`config.mk`:
```
export PLATFORM = sky130hd
export DESIGN_NAME = nups_cell
export DESIGN_NICKNAME = d
export VERILOG_FILES = /design/src/rtl/nups_pkg.sv /design/src/rtl/nups_cell.sv
export SDC_FILE = /design/constraint.sdc
export NUM_CORES = 1
export LEC_CHECK = 0
export BUFFER_PORTS_ARGS = -buffer_cell sky130_fd_sc_hd__buf_4
export CAP_MARGIN = 15
export CORE_AREA = 10 10 156 158
export DETAILED_ROUTE_END_ITERATION = 12
export DIE_AREA = 0 0 166 168
export MAX_ROUTING_LAYER = met4
export PLACE_DENSITY = 0.68
export RECOVER_POWER = 25
export SYNTH_ARGS = -nofsm -noshare
export SYNTH_HDL_FRONTEND = slang
export SYNTH_SLANG_ARGS = --single-unit
```
`constraint.sdc`:
```
create_clock -name clk_i -period 4.15 [get_ports clk_i]
set_input_delay 0.2075 -clock clk_i [delete_from_list [all_inputs] [get_ports clk_i]]
set_output_delay 0.2075 -clock clk_i [all_outputs]
set_load 0.01 [all_outputs]
```
`src/rtl/nups_pkg.sv`:
```
package nups_pkg;

  localparam int IdW    = 31;
  localparam int CoordW = 32;
  localparam int CmdW   = 2;
  localparam int StatW  = 3;
  localparam int SqW    = 2 * CoordW;
  localparam int DistW  = SqW + 2;

  typedef enum logic [CmdW-1:0] {
    CMD_LOAD  = 2'd0,
    CMD_NEXT  = 2'd1,
    CMD_CLEAR = 2'd2
  } cmd_e;

  typedef enum logic [StatW-1:0] {
    STAT_LOADED  = 3'd0,
    STAT_FULL    = 3'd1,
    STAT_CHOSEN  = 3'd2,
    STAT_NONE    = 3'd3,
    STAT_CLEARED = 3'd4
  } status_e;

  typedef enum logic [1:0] {
    S_IDLE,
    S_SCAN,
    S_DRAIN,
    S_FINISH
  } state_e;

  typedef struct packed {
    logic [IdW-1:0]    id;
    logic [CoordW-1:0] x;
    logic [CoordW-1:0] y;
    logic [CoordW-1:0] z;
  } point_t;

  typedef struct packed {
    logic   used;
    logic   visited;
    point_t pt;
  } entry_t;

  // Per-cycle command broadcast to every cell of the chain.
  typedef struct packed {
    logic shift;
    logic write_hit;
    logic mark_hit;
    logic clear;
  } cell_ctrl_t;

  typedef struct packed {
    logic [CmdW-1:0]          command;
    logic [IdW-1:0]           point_id;
    logic signed [CoordW-1:0] pos_x;
    logic signed [CoordW-1:0] pos_y;
    logic signed [CoordW-1:0] pos_z;
  } in_data_t;

  typedef struct packed {
    logic [StatW-1:0] status;
    logic [IdW-1:0]   chosen_id;
  } out_data_t;

endpackage

```
`src/rtl/nups_cell.sv`:
```
module nups_cell (
  input  logic                  clk_i,
  input  logic                  rst_ni,
  input  nups_pkg::cell_ctrl_t  ctrl_i,
  input  logic [nups_pkg::IdW-1:0] key_id_i,
  input  nups_pkg::point_t      wdata_i,
  input  nups_pkg::entry_t      prev_i,
  output nups_pkg::entry_t      entry_o,
  output logic                  hit_o
);
  import nups_pkg::*;

  logic   used_q, visited_q;
  point_t pt_q;

  assign hit_o = used_q && (pt_q.id == key_id_i);

  always_ff @(posedge clk_i or negedge rst_ni) begin
    if (!rst_ni) begin
      used_q    <= 1'b0;
      visited_q <= 1'b0;
    end else if (ctrl_i.clear) begin
      used_q    <= 1'b0;
      visited_q <= 1'b0;
    end else if (ctrl_i.shift) begin
      used_q    <= prev_i.used;
      visited_q <= prev_i.visited;
    end else if (ctrl_i.write_hit && hit_o) begin
      visited_q <= 1'b0;
    end else if (ctrl_i.mark_hit && hit_o) begin
      visited_q <= 1'b1;
    end
  end

  // A reload keeps the id and replaces only the coordinates.
  always_ff @(posedge clk_i) begin
    if (ctrl_i.shift) begin
      pt_q <= prev_i.pt;
    end else if (ctrl_i.write_hit && hit_o) begin
      pt_q.x <= wdata_i.x;
      pt_q.y <= wdata_i.y;
      pt_q.z <= wdata_i.z;
    end
  end

  assign entry_o.used    = used_q;
  assign entry_o.visited = visited_q;
  assign entry_o.pt      = pt_q;

endmodule

```
==> reports/results.ini <==
[status]
status = complete, but fails checks
failed_checks = max-capacitance violations, max-slew violations

[logic_synthesis]
synth_xor_area_share_pct = 4.897
synth_edf_count = 127
yosysMostFrequentCell = edfxtp_1
ys.warnings.count = 0
synthArstFlopShare_pct = 1.550
synth_compound_area_share_pct = 0.6770
avgSynthCellArea_um2 = 18.00
synthTopCellsByArea = edfxtp_1, mux2_2, xnor2_1
synth_cells = 308
synth_nets = 601
ys_seq_area_share_pct = 69.69
synthAdderAreaFrac_pct = 0
synth_top_family_by_area = multiplexers
synth_top_area_cell = edfxtp_1
ys_ff_latch = 129
synth-simple-area-share_pct = 3.633
synth_flop_cell = edfxtp_1
ys_top_cells_by_count = edfxtp_1, mux2_2, xnor2_1, nand4_1, buf_2
muxShareOfSynthArea_pct = 19.68
synthDistinctLibCells = 25
syn_area_um2 = 5544
synthDominantCellAreaShare_pct = 68.79

[clocking]
tritoncts = built
clockRootBuffer = clkbuf_16
cts_buffers = 17
cts.path.max_buffers = 2
cts.sinks = 129
h-tree-depth = 4
path_clk_slew_ps = 60
clk_latency_ps = 410

[pwr]
seqPwrFrac_pct = 42.6
ir_drop_v = 0.0002354
pwr-share-comb_pct = 17.3
switching_share_pct = 23.21
power_leakage_nw = 4.036
power.switching_uw = 881.1
clkPwrFrac_pct = 40.1
p_total_mw = 3.796
power.density_nw_per_um2 = 393.3
internal_power_mw = 2.915

[place]
placedCellCount = 968
hpwl_um = 16330
gp_congestion = 0.9475
port_buffers = 391

[route]
dr.pass1.iters = 4
drt_wl_total_um = 20700
viasPerCell = 4.280
ant_nets = 0
drt_iter0_markers = 188
num_vias = 4421
route.detailed.drc = 0
routedWlPerCell_um = 20.04

[global_route]
antenna_found_initial = 0
grt_start_max_net_pins = 132
grt.overflow.total = 0
grt_pass1_wl_um = 30020
grt_pass1_vias = 5082
grtUsageTotal_pct = 14.54

[critical_path]
worstPathMaxFanout = 131
path_class = input pin to register
worstPathRequired_ps = 4280
cp_top_family = buffers and inverters
crit_path_end_kind = register
crit_chain = clkbuf_1 -> clkbuf_2 -> mux2_2
critPathMaxStageDelay_ps = 2260
arrival_ps = 3310
cpMaxStageDelayCell = clkbuf_2
path_buf_inv = 2
start_kind = input pin

[finish]
syn_to_final_growth_pct = 74.09
fin_cells = 1033
final_nets = 1033
nFillCells = 1984
n_antenna_cell = 0
drive_gt1_share_pct = 67.07

[sta]
setup_viol = 0
slew_headroom_pct = -120.6
fin_crit_sh_pct = 76.55
fin_skew_ps = 13.18
rsz0062_at_grt = no
fmax_ghz = 0.3148
slew_violations = 132
setup_tns_ps = 0
tightestPinTransition_ps = 3309
hold_viol = 0
holdWs_ps = 56.14
period_minus_slack_ps = 3177

[floorplan]
fp.dieArea_um2 = 27890
start_util_pct = 25.89
rows = 54
die_h_um = 168
dieWidth_um = 166
core-area_um2 = 21420
ios = 423

[hold_path]
hp-class = input pin to register

[run]
maxCapViolations = 1

## power by group through the flow
| stage | sequential, mW | clock (mW) | combinational [mW] |
|---|---|---|---|
| finish | 1.62 | 1.52 | 0.656 |
| global route | 1.63 | 1.63 | 0.704 |
| floorplan | 1.70 | 0 | 0.161 |
| CTS | 1.62 | 1.56 | 0.675 |
| detailed placement | 1.64 | 0 | 0.646 |
| global placement | 1.64 | 0 | 0.640 |
## worst register-to-register path: cells and delay by family, from the launching register on
| kind | cells | cell delay [ps] |
|---|---|---|
| AND/OR/NAND/NOR | 3 | 730 |
| buffers and inverters | 1 | 410 |
| XOR/XNOR | 1 | 260 |
| AO/OA/AOI/OAI | 1 | 560 |
| flip-flops | 1 | 400 |
## through the flow
step | instance area (um2) | utilization [%] | setup WS (ps)
final | 9652 | 45.06 | 973.2
after CTS | 9734 | 45.45 | 1433
after detailed placement | 8810 | 41.13 | 1448
after global routing | 9652 | 45.06 | 764.2
after floorplan | 5544 | - | 477.2
after global placement | 8810 | 41.13 | 1472
## cells in the final DEF, fill, tap and decap left out, drive strengths merged
master	count
nor4	3
xnor2	31
o22ai	1
a221o	1
or2	1
clkinv	6
o21ai	1
clkbuf	69
inv	4
nor2	1
and3	1
nand2	4
nor2b	3
nand4	13
mux2i	1
dfrtp	2
edfxtp	127
bufinv	3
clkinvlp	3
mux2	96
nor3	3
a21o	1
nor4b	1
dlygate4sd3	33
buf	343
a41oi	1
## cells by family (layout without fill, tap and decap cells)
group	Yosys count	count (layout)
flops	129	129
mux	97	97
xor+xnor	31	31
simple gates	30	30
buf+inv	16	461
compound gates	5	5
## sequential cells by signal (all words and copies together) (netlist names)
signal and cells:
visited_q 1, entry_o 127, used_q 1
## path summary, 6_finish.rpt
| check | start | end | cells past startpoint | slack, ps |
|---|---|---|---|---|
| hold / removal | prev_i[128] | used_q | 3 | 60 |
| max in group asynchronous | rst_ni | used_q | 2 | 3910 |
| hold reg to reg | used_q | used_q | 2 | 640 |
| min in group asynchronous | rst_ni | visited_q | 2 | 120 |
| setup reg to reg | entry_o[100] | entry_o[85] | 6 | 1450 |
| setup / recovery | ctrl_i[3] | entry_o[43] | 3 | 970 |
## layout make-up
class,count,area (um2),area share (%)
flip-flops and latches,129,3864,40.03
inverters,3,11.26,0.1167
multi-input cells,163,1609,16.67
clock inverters,13,161.4,1.672
clock buffers,19,432.9,4.485
well taps,280,350.3,3.630
repair buffers,426,3223,33.39
## routing by layer
layer	up-vias	track usage [%]	share of wire, %
met5	-	-	0
met4	0	3.968	1.2
met3	14	5.937	8.8
met2	242	24.60	52
met1	2097	15.49	38
li1	2068	-	-
## timing repair
action / CTS / global route
hold buffers: 33 / 0
hold endpoints to repair: 35 / 0
buffers inserted: 0 / 0
resized for setup: 0 / 0
No activity file was read; power rests on OpenSTA's default activity.
